$ cat src/design/grdi_pkg.sv
// Shared types, constants and helpers for the genotype row decode and impute block.
package grdi_pkg;

  // Storage and arithmetic sizing.
  localparam int MAX_KEPT       = 4096;
  localparam int FRAC_BITS      = 14;
  localparam int CODES_PER_BYTE = 4;
  localparam int ADDR_W         = $clog2(MAX_KEPT);
  localparam int PTR_W          = ADDR_W + 1;
  localparam int SUM_W          = PTR_W + 1;
  localparam int DIV_W          = SUM_W + FRAC_BITS;
  localparam int DIV_CNT_W      = $clog2(DIV_W + 1);
  localparam int BANK_SEL_W     = $clog2(CODES_PER_BYTE);
  localparam int BANK_DEPTH     = MAX_KEPT / CODES_PER_BYTE;
  localparam int BANK_AW        = $clog2(BANK_DEPTH);
  localparam int TAKEN_W        = $clog2(CODES_PER_BYTE + 1);
  localparam int COUNT_W        = 16;
  localparam int DOSAGE_W       = FRAC_BITS + 2;
  localparam int READ_IDX_W     = 12;

  // Command queue between front and back.
  localparam int QUEUE_DEPTH = 2;
  localparam int QPTR_W      = 1;
  localparam int QCNT_W      = 2;

  // Configuration port.
  localparam int APB_AW    = 3;
  localparam int APB_DW    = 32;
  localparam int REG_IDX_W = APB_AW - 2;
  localparam logic [REG_IDX_W-1:0] REG_INDIVIDUAL_COUNT = 1'b0;
  localparam logic [COUNT_W-1:0]   COUNT_RESET          = 16'd1;

  // Input operation and result kind codes.
  localparam logic OP_LOAD        = 1'b0;
  localparam logic OP_READ        = 1'b1;
  localparam logic RESULT_SUMMARY = 1'b0;
  localparam logic RESULT_READ    = 1'b1;

  typedef enum logic [1:0] {
    GENO_HOM_FIRST  = 2'b00,
    GENO_MISSING    = 2'b01,
    GENO_HET        = 2'b10,
    GENO_HOM_SECOND = 2'b11
  } geno_code_t;

  typedef struct packed {
    logic                  op;
    logic [7:0]            packed_byte;
    logic [3:0]            keep_mask;
    logic                  row_selected;
    logic                  last_byte;
    logic [READ_IDX_W-1:0] read_index;
  } item_t;

  typedef struct packed {
    logic                result_kind;
    logic [DOSAGE_W-1:0] dosage_fixed;
    logic                was_missing;
    logic [PTR_W-1:0]    kept_total;
    logic [PTR_W-1:0]    missing_total;
    logic                none_observed;
  } result_t;

  typedef enum logic {
    ENTRY_LOAD,
    ENTRY_READ
  } entry_kind_t;

  typedef struct packed {
    entry_kind_t           kind;
    logic [7:0]            packed_byte;
    logic [3:0]            keep_mask;
    logic                  last_byte;
    logic [READ_IDX_W-1:0] read_index;
  } queue_entry_t;

  typedef enum logic [1:0] {
    BK_RUN,
    BK_READ,
    BK_DIVIDE
  } back_state_t;

  // Allele dosage of an observed code; a missing code counts as zero here.
  function automatic logic [1:0] dosage_of(input logic [1:0] code);
    logic [1:0] d;
    unique case (code)
      GENO_HOM_FIRST:  d = 2'd2;
      GENO_HET:        d = 2'd1;
      GENO_HOM_SECOND: d = 2'd0;
      default:         d = 2'd0;
    endcase
    return d;
  endfunction

endpackage

$ cat src/design/grdi_front.sv
// Front end: takes commands, drops loads of skipped rows, queues the rest.
module grdi_front (
  input  logic                   clk,
  input  logic                   rst,
  input  logic                   start,
  input  grdi_pkg::item_t        item,
  output logic                   busy,
  input  logic                   pop,
  output logic                   q_valid,
  output grdi_pkg::queue_entry_t q_entry
);

  grdi_pkg::queue_entry_t          entries [grdi_pkg::QUEUE_DEPTH];
  logic [grdi_pkg::QPTR_W-1:0]     wr_ptr;
  logic [grdi_pkg::QPTR_W-1:0]     rd_ptr;
  logic [grdi_pkg::QCNT_W-1:0]     count;
  logic                            push;
  grdi_pkg::queue_entry_t          push_entry;

  assign busy    = (count == grdi_pkg::QCNT_W'(grdi_pkg::QUEUE_DEPTH));
  assign q_valid = (count != '0);
  assign q_entry = entries[rd_ptr];

  // A load of an unselected row has no effect, so it never enters the queue.
  assign push = start && !busy && ((item.op == grdi_pkg::OP_READ) || item.row_selected);

  always_comb begin
    push_entry.kind        = (item.op == grdi_pkg::OP_READ) ? grdi_pkg::ENTRY_READ
                                                            : grdi_pkg::ENTRY_LOAD;
    push_entry.packed_byte = item.packed_byte;
    push_entry.keep_mask   = item.keep_mask;
    push_entry.last_byte   = item.last_byte;
    push_entry.read_index  = item.read_index;
  end

  always_ff @(posedge clk) begin
    if (rst) begin
      wr_ptr <= '0;
      rd_ptr <= '0;
      count  <= '0;
    end else begin
      if (push) begin
        wr_ptr <= wr_ptr + 1'b1;
      end
      if (pop) begin
        rd_ptr <= rd_ptr + 1'b1;
      end
      count <= count + grdi_pkg::QCNT_W'(push) - grdi_pkg::QCNT_W'(pop);
    end
  end

  always_ff @(posedge clk) begin
    if (push) begin
      entries[wr_ptr] <= push_entry;
    end
  end

endmodule

$ cat config.mk
export PLATFORM = sky130hd
export DESIGN_NAME = grdi_front
export DESIGN_NICKNAME = d
export VERILOG_FILES = /design/src/design/grdi_pkg.sv /design/src/design/grdi_front.sv
export SDC_FILE = /design/constraint.sdc
export NUM_CORES = 1
export LEC_CHECK = 0
export BUFFER_PORTS_ARGS = -buffer_cell sky130_fd_sc_hd__buf_2
export CAP_MARGIN = 25
export CORE_MARGIN = 2
export CORE_UTILIZATION = 45
export DETAILED_ROUTE_END_ITERATION = 8
export MAX_ROUTING_LAYER = met4
export PLACE_DENSITY_LB_ADDON = 0.3
export SLEW_MARGIN = 25
export SYNTH_ARGS = -nofsm -noshare
export SYNTH_HDL_FRONTEND = slang
export SYNTH_SLANG_ARGS = --single-unit
$ cat constraint.sdc
create_clock -name clk -period 2.65 [get_ports clk]
set_input_delay 0.265 -clock clk [delete_from_list [all_inputs] [get_ports clk]]
set_output_delay 0.265 -clock clk [all_outputs]
set_load 0.01 [all_outputs]
==> results of run 1 <==
kinds of logic (layout without fill, tap and decap cells):
| kind of cell | Yosys count | in the layout | share of synthesized area |
|---|---|---|---|
| xor gates and xnor gates | 2 | 2 | 0.008276 |
| muxes | 26 | 26 | 0.1383 |
| AOI/OAI and AO/OA | 3 | 3 | 0.007085 |
| DFF | 57 | 57 | 0.7849 |
| and+or+nand+nor | 11 | 11 | 0.03133 |
| adders and majority gates | 2 | 2 | 0.01182 |
| buffers and inverters | 6 | 81 | 0.01832 |
through the flow:
stage          utilization  cells  instance area, um2
4_1_cts             0.6005    234                2669
3_5_place_dp        0.5574    218                2477
5_1_grt             0.6005    234                2669
3_3_place_gp        0.5574    218                2477
6_report            0.6005    234                2669
2_1_floorplan            -    107                2117
final cells by class:
class	count	area (um2)
timing repair buffer	62	320.3
clock inverter	3	12.51
tap	52	65.06
inverter	3	11.26
sequential	57	1662
multi-input combinational	44	419.2
fill	354	1775
clock buffer	13	178.9
flip-flops by register name (all words and copies together) (netlist names), named ones only:
signal   flops
count        2
entries     52
rd_ptr       1
wr_ptr       1
power breakdown:
part	total, W	leakage (nW)	switching [W]	internal (W)
Clock	0.000756	0.101	0.000322	0.000433
Sequential	0.00109	0.522	0.0000247	0.00106
Combinational	0.000261	0.422	0.000140	0.000121
worst min path at each step:
stage | start | endpoint | slack [ns]
after floorplan | rst | wr_ptr | 0.33
after global placement | item[1] | entries[1][1] | 0.46
after detailed placement | item[24] | entries[0][23] | 0.46
after CTS | item[23] | entries[1][22] | 0.11
after global routing | item[3] | entries[1][3] | 0.11
final | item[10] | entries[0][10] | 0.12
per-layer routing:
layer	vias to the layer above	wire length, um	GRT usage
met1	551	1379	0.1541
met3	11	188	0.04696
li1	545	-	-
met4	0	111	0.1111
met2	34	1995	0.2687
met5	-	0	-
cell usage after synthesis:
| master | count |
|---|---|
| buf_6 | 2 |
| and2_2 | 1 |
| or2_2 | 1 |
| nor2_1 | 4 |
| buf_2 | 1 |
| o21ai_0 | 1 |
| nor2b_4 | 1 |
| o21ai_1 | 1 |
| dfxtp_1 | 5 |
| inv_1 | 3 |
| mux2_1 | 20 |
| nor2b_1 | 1 |
| mux2_2 | 6 |
| xnor2_1 | 1 |
| ha_1 | 2 |
| or2_1 | 1 |
| xor2_1 | 1 |
| nor3_1 | 1 |
| edfxtp_1 | 52 |
| or3_1 | 1 |
| a21oi_1 | 1 |
==> flow_summary_export.csv, run 1 <==
group,metric,value,unit
global_route,grt_pass1_vias,1211,
logic_synthesis,synth_top_area_cell,"edfxtp_1",
place,place_congestion,0.6859,
worst_setup_path,critical_path.top_delay_family,"flip-flops",
worst_setup_path,cp.required,2.38,ns
logic_synthesis,synth_area_leaders,"edfxtp_1, mux2_1, dfxtp_1",
layout,final_cell_mix,"buf_2, edfxtp_1, mux2_1",
detailed_routing,routed_wl,3675,um
worst_setup_path,cpPeakStageDelay,0.57,ns
clock_network,cts_resized,0,
worst_setup_path,r2r_cells,4,
detailed_routing,drcViolationCount,0,
worst_setup_path,critPathCapture,"q_entry[13]",
global_route,track_usage,0.1587,
timing,finClkSkew,0.009339,ns
global_route,antenna_found_initial,0,
timing,tns,0,ns
detailed_routing,routedWlPerCell,15.71,um
logic_synthesis,ys_warn_count,0,
logic_synthesis,syn-num-nets,140,
worst_setup_path,r2r_setup_slack,0.86,ns
min_path,hold_class,"in -> reg",
timing,finalHoldViolCount,0,
layout,diodes,0,
worst_setup_path,critical_path_depth,3,
worst_setup_path,timing.rr.end,"entries[0][20]",
logic_synthesis,syn-cell-area,2117,um2
die,design.die.area,5269,um2
clock_network,clock_sinks,57,
worst_setup_path,cp.arrival,1.77,ns
worst_setup_path,path_buf_inv,2,
flow_run,max-cap-violations,0,
global_route,grt_max_degree,19,
power_and_ir_drop,ir_drop,0.4398,mV
worst_setup_path,crit_slowest_cell,"dfxtp_1",
detailed_routing,viasPerCell,4.876,
timing,tightestPinTransition,0.5539,ns
power_and_ir_drop,p_total,0.002103,W
worst_setup_path,start_kind,"register",
global_route,grt_pass1_wl,5602,um
place,place_ws,0.8485,ns
die,die_x,72.59,um
timing,setup_slack,0.6184,ns
layout,drive_gt1_frac,0.4725,
layout,final_common_cell,"buf_2",
die,core-area,4444,um2
power_and_ir_drop,p_leak,1.044,nW
detailed_routing,ant_nets,0,
timing,fmax,492.2,MHz
clock_network,htreeDepth,3,
timing,slew_headroom,0.6303,
timing,period_minus_slack,2.032,ns
logic_synthesis,synth-seq-cells,57,
die,ios,59,
detailed_routing,drt_iter0_drc,61,
logic_synthesis,seq_area_frac_synth,0.7849,
timing,slew_viol_final,0,
clock_network,cts_tree,"done",
clock_network,clk_latency,0.33,ns
timing,min_period_over_period,0.7666,
clock_network,post-cts-setup-buffer-count,0,
timing,rsz0062_at_grt,"no",
logic_synthesis,synthCells,107,
status,status,"finished, final reports clean",
timing,hold_slack,0.1196,ns
power_and_ir_drop,power_density,787.8,nW/um2
worst_setup_path,worstPathCellList,"buf_4 -> mux2_2 -> buf_2",
detailed_routing,first_pass_iters,3,
clock_network,cts_made_buffers,9,
worst_setup_path,cp-end-kind,"output pin",
clock_network,path_clk_slew,0.07,ns
timing,final-setup-viol-count,0,
worst_setup_path,cp_max_fo,18,
global_route,overflow,0,
die,start_util,0.4764,
logic_synthesis,synth_top_area_frac,0.7376,
min_path,worstHoldPathCells,1,
place,io_buffers,58,
die,die_h,72.59,um
die,rows,24,
layout,fin_nets,210,
logic_synthesis,avgSynthCellArea,19.79,um2
logic_synthesis,synth.distinct_cells,21,
clock_network,root_buffer,"clkbuf_8",
place,hpwl,2626,um
detailed_routing,dr_total_vias,1141,
worst_setup_path,path_class,"reg -> out",
worst_setup_path,r2r_start,"count[1]",
clock_network,clockBufferDepth,2,
layout,area_growth_syn_to_layout,26.06,%
clock_network,cts-hold-fix-buffers,0,
Power figures use the tool's default switching activity.
==> run 2, diff against run 1 <==
==> constraint.sdc (replaced) <==
create_clock -name clk -period 2.1 [get_ports clk]
set_input_delay 0.21 -clock clk [delete_from_list [all_inputs] [get_ports clk]]
set_output_delay 0.21 -clock clk [all_outputs]
set_load 0.01 [all_outputs]
==> flow_summary_export.csv, run 2 (synthesis gave the netlist of run 1 again) <==
group,metric,value,unit
status,status,"finished, final reports clean",
power_and_ir_drop,p_leak,1.043,nW
worst_setup_path,worstPathCellList,"buf_4 -> mux2_1 -> buf_2",
detailed_routing,ant_nets,0,
detailed_routing,drt_iter0_drc,69,
timing,period_minus_slack,1.850,ns
detailed_routing,first_pass_iters,4,
worst_setup_path,cp-end-kind,"output pin",
clock_network,cts_resized,0,
layout,multi_input_area,419.2,um2
timing,tns,0,ns
detailed_routing,viasPerCell,4.796,
place,place_ws,0.3196,ns
clock_network,post-cts-setup-buffer-count,0,
layout,regArea,1662,um2
detailed_routing,wl_met1,1473,um
min_path,min_to,"entries[1][6]",
timing,rsz0062_at_grt,"no",
timing,fmax,540.5,MHz
worst_setup_path,timing.rr.end,"count[1]",
layout,diodes,0,
worst_setup_path,r2r_cells,8,
power_and_ir_drop,power_density,982.1,nW/um2
worst_setup_path,cp.arrival,1.64,ns
worst_setup_path,cpPeakStageDelay,0.54,ns
clock_network,htreeDepth,3,
timing,final-setup-viol-count,0,
die,die_x,72.59,um
layout,fill_cells,361,
layout,largest_register_ffs,52,
clock_network,root_buffer,"clkbuf_8",
worst_setup_path,cp.required,1.89,ns
clock_network,clk_latency,0.33,ns
clock_network,cts-hold-fix-buffers,0,
min_path,hold_class,"in -> reg",
layout,final_cell_mix,"buf_2, edfxtp_1, mux2_1",
timing,tightestPinTransition,0.3718,ns
timing,setup_slack,0.2499,ns
die,start_util,0.4764,
min_path,worstHoldPathCells,1,
die,die_h,72.59,um
worst_setup_path,cp_max_fo,10,
timing,finalHoldViolCount,0,
layout,area_growth_syn_to_layout,25.95,%
global_route,grt_max_degree,15,
timing,min_period_over_period,0.8810,
place,hpwl,2667,um
detailed_routing,routed_wl,3705,um
place,place_congestion,0.6772,
detailed_routing,wl_met2,1927,um
global_route,grt_pass1_wl,5747,um
die,ios,59,
worst_setup_path,crit_slowest_cell,"dfxtp_1",
worst_setup_path,r2r_start,"count[1]",
detailed_routing,met3RoutedLength,195,um
layout,fin_nets,212,
global_route,track_usage,0.1584,
worst_setup_path,r2r_setup_slack,0.31,ns
layout,final_common_cell,"buf_2",
clock_network,cts_tree,"done",
detailed_routing,drcViolationCount,0,
worst_setup_path,path_class,"reg -> out",
clock_network,cts_made_buffers,9,
flow_run,max-cap-violations,0,
die,rows,24,
timing,slew_headroom,0.7518,
clock_network,path_clk_slew,0.07,ns
clock_network,clockBufferDepth,2,
detailed_routing,dr_total_vias,1127,
timing,slew_viol_final,0,
timing,finClkSkew,0.009682,ns
worst_setup_path,critical_path.top_delay_family,"flip-flops",
place,io_buffers,58,
layout,drive_gt1_frac,0.4645,
min_path,worstHoldStart,"item[6]",
die,core-area,4444,um2
layout,reg_top3,"entries: 52 flops, count: 2 flops",
worst_setup_path,start_kind,"register",
clock_network,clock_sinks,57,
global_route,antenna_found_initial,0,
die,design.die.area,5269,um2
worst_setup_path,path_buf_inv,2,
detailed_routing,routed.top_layer,"met4",
global_route,overflow,0,
detailed_routing,routedWlPerCell,15.77,um
global_route,grt_pass1_vias,1250,
power_and_ir_drop,ir_drop,0.5402,mV
layout,top_register,"entries",
-- run 2: cell types whose count changed in the layout (fill, tap and decap cells not counted) --
cell,previous run,this run
clkbuf_8,13,9
buf_4,4,6
clkinv_1,2,4
bufinv_16,0,1
-- run 2: worst max path at each step --
stage                  start            end  depth (start not counted)
finish              register    q_entry[25]                          3
global route        register     q_entry[1]                          3
CTS                 register    q_entry[25]                          3
detailed placement  count[1]       count[1]                          8
global placement    count[1]       count[1]                          8
floorplan           count[1]  entries[1][0]                          3
-- run 2: layout make-up --
cell class,count,area share
Sequential cell,57,0.6232
Multi-Input combinational cell,44,0.1572
Timing Repair Buffer,64,0.1258
Clock buffer,9,0.04646
Tap cell,52,0.02440
Clock inverter,6,0.01877
Inverter,3,0.004223
-- run 2: stage by stage --
stage	power (W)	util	area, um2	instances	hold slack (ns)
after floorplan	0.001585	-	2120	107	0.2791
after global placement	0.001717	0.5608	2492	220	0.3984
after detailed placement	0.001742	0.5608	2492	220	0.4016
after CTS	0.002653	0.5999	2666	235	0.05127
after global routing	0.002729	0.5999	2666	235	0.05976
final	0.002619	0.5999	2666	235	0.06775
-- run 2: power by group --
| part | switching (W) | internal [W] | total (W) |
|---|---|---|---|
| Sequential | 0.0000331 | 0.00134 | 0.00137 |
| Combinational | 0.000180 | 0.000159 | 0.000339 |
| Clock | 0.000385 | 0.000522 | 0.000907 |
| Total | 0.000598 | 0.00202 | 0.00262 |
-- run 2: per-layer routing --
| metal | global-route usage | vias to the layer above |
|---|---|---|
| met2 | 0.2586 | 37 |
| met3 | 0.04558 | 8 |
| met4 | 0.1111 | 0 |
| met1 | 0.1637 | 533 |
| met5 | - | - |
| li1 | - | 549 |
-- run 2: worst register-to-register path: cells and delay by family (launching register included) --
kind / cells / cell delay, ns
buffers and inverters: 1 / 0.04
XOR/XNOR: 1 / 0.16
flip-flops: 1 / 0.33
AND/OR/NAND/NOR: 4 / 0.72
adder cells (fa/ha/maj): 2 / 0.46
==> run 3, diff against run 2 <==
--- a/config.mk
+++ b/config.mk
@@ -5,6 +5,7 @@
 export SDC_FILE = /design/constraint.sdc
 export NUM_CORES = 1
 export LEC_CHECK = 0
+export ABC_AREA = 1
 export BUFFER_PORTS_ARGS = -buffer_cell sky130_fd_sc_hd__buf_2
 export CAP_MARGIN = 25
 export CORE_MARGIN = 2
==> flow_summary_export.csv, run 3 <==
group,metric,value,unit
power_and_ir_drop,power_density,925.6,nW/um2
detailed_routing,drcViolationCount,0,
timing,rsz0062_at_grt,"no",
detailed_routing,ant_nets,0,
logic_synthesis,synth_edf_count,52,
detailed_routing,dr_total_vias,1216,
die,ios,59,
status,status,"finished, final reports clean",
worst_setup_path,critical_path.top_delay_family,"flip-flops",
global_route,grt_pass1_wl,5623,um
worst_setup_path,crit_slowest_cell,"dfxtp_2",
clock_network,clockBufferDepth,2,
logic_synthesis,synthArstFlopShare,0,
die,rows,25,
logic_synthesis,avgSynthCellArea,18.65,um2
layout,finalInstanceArea,2774,um2
logic_synthesis,ys_warn_count,0,
power_and_ir_drop,p_leak,1.159,nW
clock_network,root_buffer,"clkbuf_8",
place,place_congestion,0.6655,
die,start_util,0.4708,
worst_setup_path,cp.arrival,1.55,ns
layout,reg_top3,"entries: 52 flops, count: 2 flops",
clock_network,cts_made_buffers,9,
worst_setup_path,path_class,"reg -> out",
die,design.die.area,5555,um2
min_path,hold_class,"in -> reg",
global_route,antenna_found_initial,0,
logic_synthesis,seq_area_frac_synth,0.7423,
clock_network,cts_resized,0,
worst_setup_path,cp-end-kind,"output pin",
die,die_h,74.53,um
worst_setup_path,cp_max_fo,17,
logic_synthesis,synth_top_area_cell,"edfxtp_1",
timing,tns,0,ns
worst_setup_path,path_buf_inv,2,
logic_synthesis,synth_area_leaders,"edfxtp_1, mux2_4, dfxtp_1",
timing,hold_slack,0.07414,ns
worst_setup_path,cpPeakStageDelay,0.52,ns
logic_synthesis,synth-seq-cells,57,
detailed_routing,drt_iter0_drc,39,
layout,final_cell_mix,"buf_2, edfxtp_1, mux2_4",
timing,final-setup-viol-count,0,
logic_synthesis,synth.distinct_cells,12,
detailed_routing,viasPerCell,4.641,
global_route,grt_pass1_vias,1227,
logic_synthesis,syn-cell-area,2238,um2
layout,top_register,"entries",
logic_synthesis,synthCells,120,
place,placed_area,2620,um2
clock_network,cts-hold-fix-buffers,0,
worst_setup_path,cp.required,1.89,ns
timing,period_minus_slack,1.764,ns
clock_network,clock_sinks,57,
worst_setup_path,start_kind,"register",
die,core-area,4755,um2
die,die_x,74.53,um
timing,finalHoldViolCount,0,
global_route,grt_max_degree,23,
worst_setup_path,worstPathCellList,"buf_12 -> mux2_2 -> buf_2",
layout,area_growth_syn_to_layout,23.92,%
layout,diodes,0,
flow_run,max-cap-violations,0,
timing,tightestPinTransition,0.3194,ns
timing,slew_headroom,0.7871,
timing,slew_viol_final,0,
layout,fin_nets,223,
timing,finClkSkew,0.007220,ns
timing,fmax,566.8,MHz
global_route,track_usage,0.1489,
layout,final_common_cell,"buf_2",
layout,drive_gt1_frac,0.5231,
global_route,overflow,0,
logic_synthesis,yosysMostFrequentCell,"edfxtp_1",
clock_network,post-cts-setup-buffer-count,0,
clock_network,cts_tree,"done",
place,io_buffers,58,
logic_synthesis,synth_top_area_frac,0.6976,
clock_network,htreeDepth,3,
logic_synthesis,ys.flop_type,"edfxtp_1",
detailed_routing,routedWlPerCell,14.34,um
power_and_ir_drop,ir_drop,0.5406,mV
layout,largest_register_ffs,52,
detailed_routing,first_pass_iters,4,
clock_network,path_clk_slew,0.06,ns
place,hpwl,2619,um
detailed_routing,routed_wl,3757,um
logic_synthesis,yosys-top-cells-count,"edfxtp_1, mux2_4, inv_1",
logic_synthesis,syn-num-nets,153,
clock_network,clk_latency,0.32,ns
timing,min_period_over_period,0.8402,
run 3: path summary, 6_finish.rpt:
path	start	endpoint	slack, ns	cells past startpoint
setup / recovery	register	q_entry[21]	0.34	3
setup reg to reg	count[0]	count[1]	0.40	10
hold / removal	item[12]	entries[1][12]	0.07	1
hold reg to reg	rd_ptr	rd_ptr	0.54	2
run 3: routing by layer:
metal | global-route usage | wire [um]
met2 | 0.2566 | 2005
met3 | 0.04201 | 168
met1 | 0.1492 | 1500
met4 | 0.08730 | 84
met5 | - | 0
run 3: layout make-up:
cell class,count,area (um2)
multi-input cells,48,483.0
clock buffers,11,131.4
well taps,67,83.83
clock inverters,5,22.52
repair buffers,62,345.3
inverters,12,45.04
flip-flops and latches,57,1663
fillers,404,1981
run 3: metrics by stage:
stage,setup slack [ns],power [W],std cells,util
2_1_floorplan,0.01265,0.001647,120,-
3_3_place_gp,0.6068,0.001772,246,0.5511
3_5_place_dp,0.4219,0.001798,246,0.5511
4_1_cts,0.3066,0.002598,262,0.5834
5_1_grt,0.2512,0.002677,262,0.5834
6_report,0.3356,0.002568,262,0.5834
run 3: logic make-up (layout without fill, tap and decap cells):
| logic type | count (synthesis) | in the layout | share of synthesized area |
|---|---|---|---|
| flops | 57 | 57 | 0.7423 |
| mux | 26 | 26 | 0.1643 |
| simple gates | 18 | 18 | 0.03130 |
| buf+inv | 15 | 90 | 0.04304 |
| fa+ha+maj | 2 | 2 | 0.01118 |
| xor+xnor | 2 | 2 | 0.007827 |
run 3: where the power goes:
part           total [W]  switching [W]  internal, W
Sequential       0.00138      0.0000353      0.00134
Combinational   0.000393       0.000195     0.000198
Clock           0.000799       0.000386     0.000413
Total            0.00257       0.000616      0.00195
run 3: worst reg2reg max path: stages (launching register included):
cell     delay [ns]
dfxtp_1        0.34
inv_1          0.06
nand2_1        0.10
nand3_1        0.17
ha_1           0.32
inv_1          0.04
ha_1           0.18
xnor2_1        0.19
nand2_1        0.07
nand2_1        0.08
nor2_1         0.05
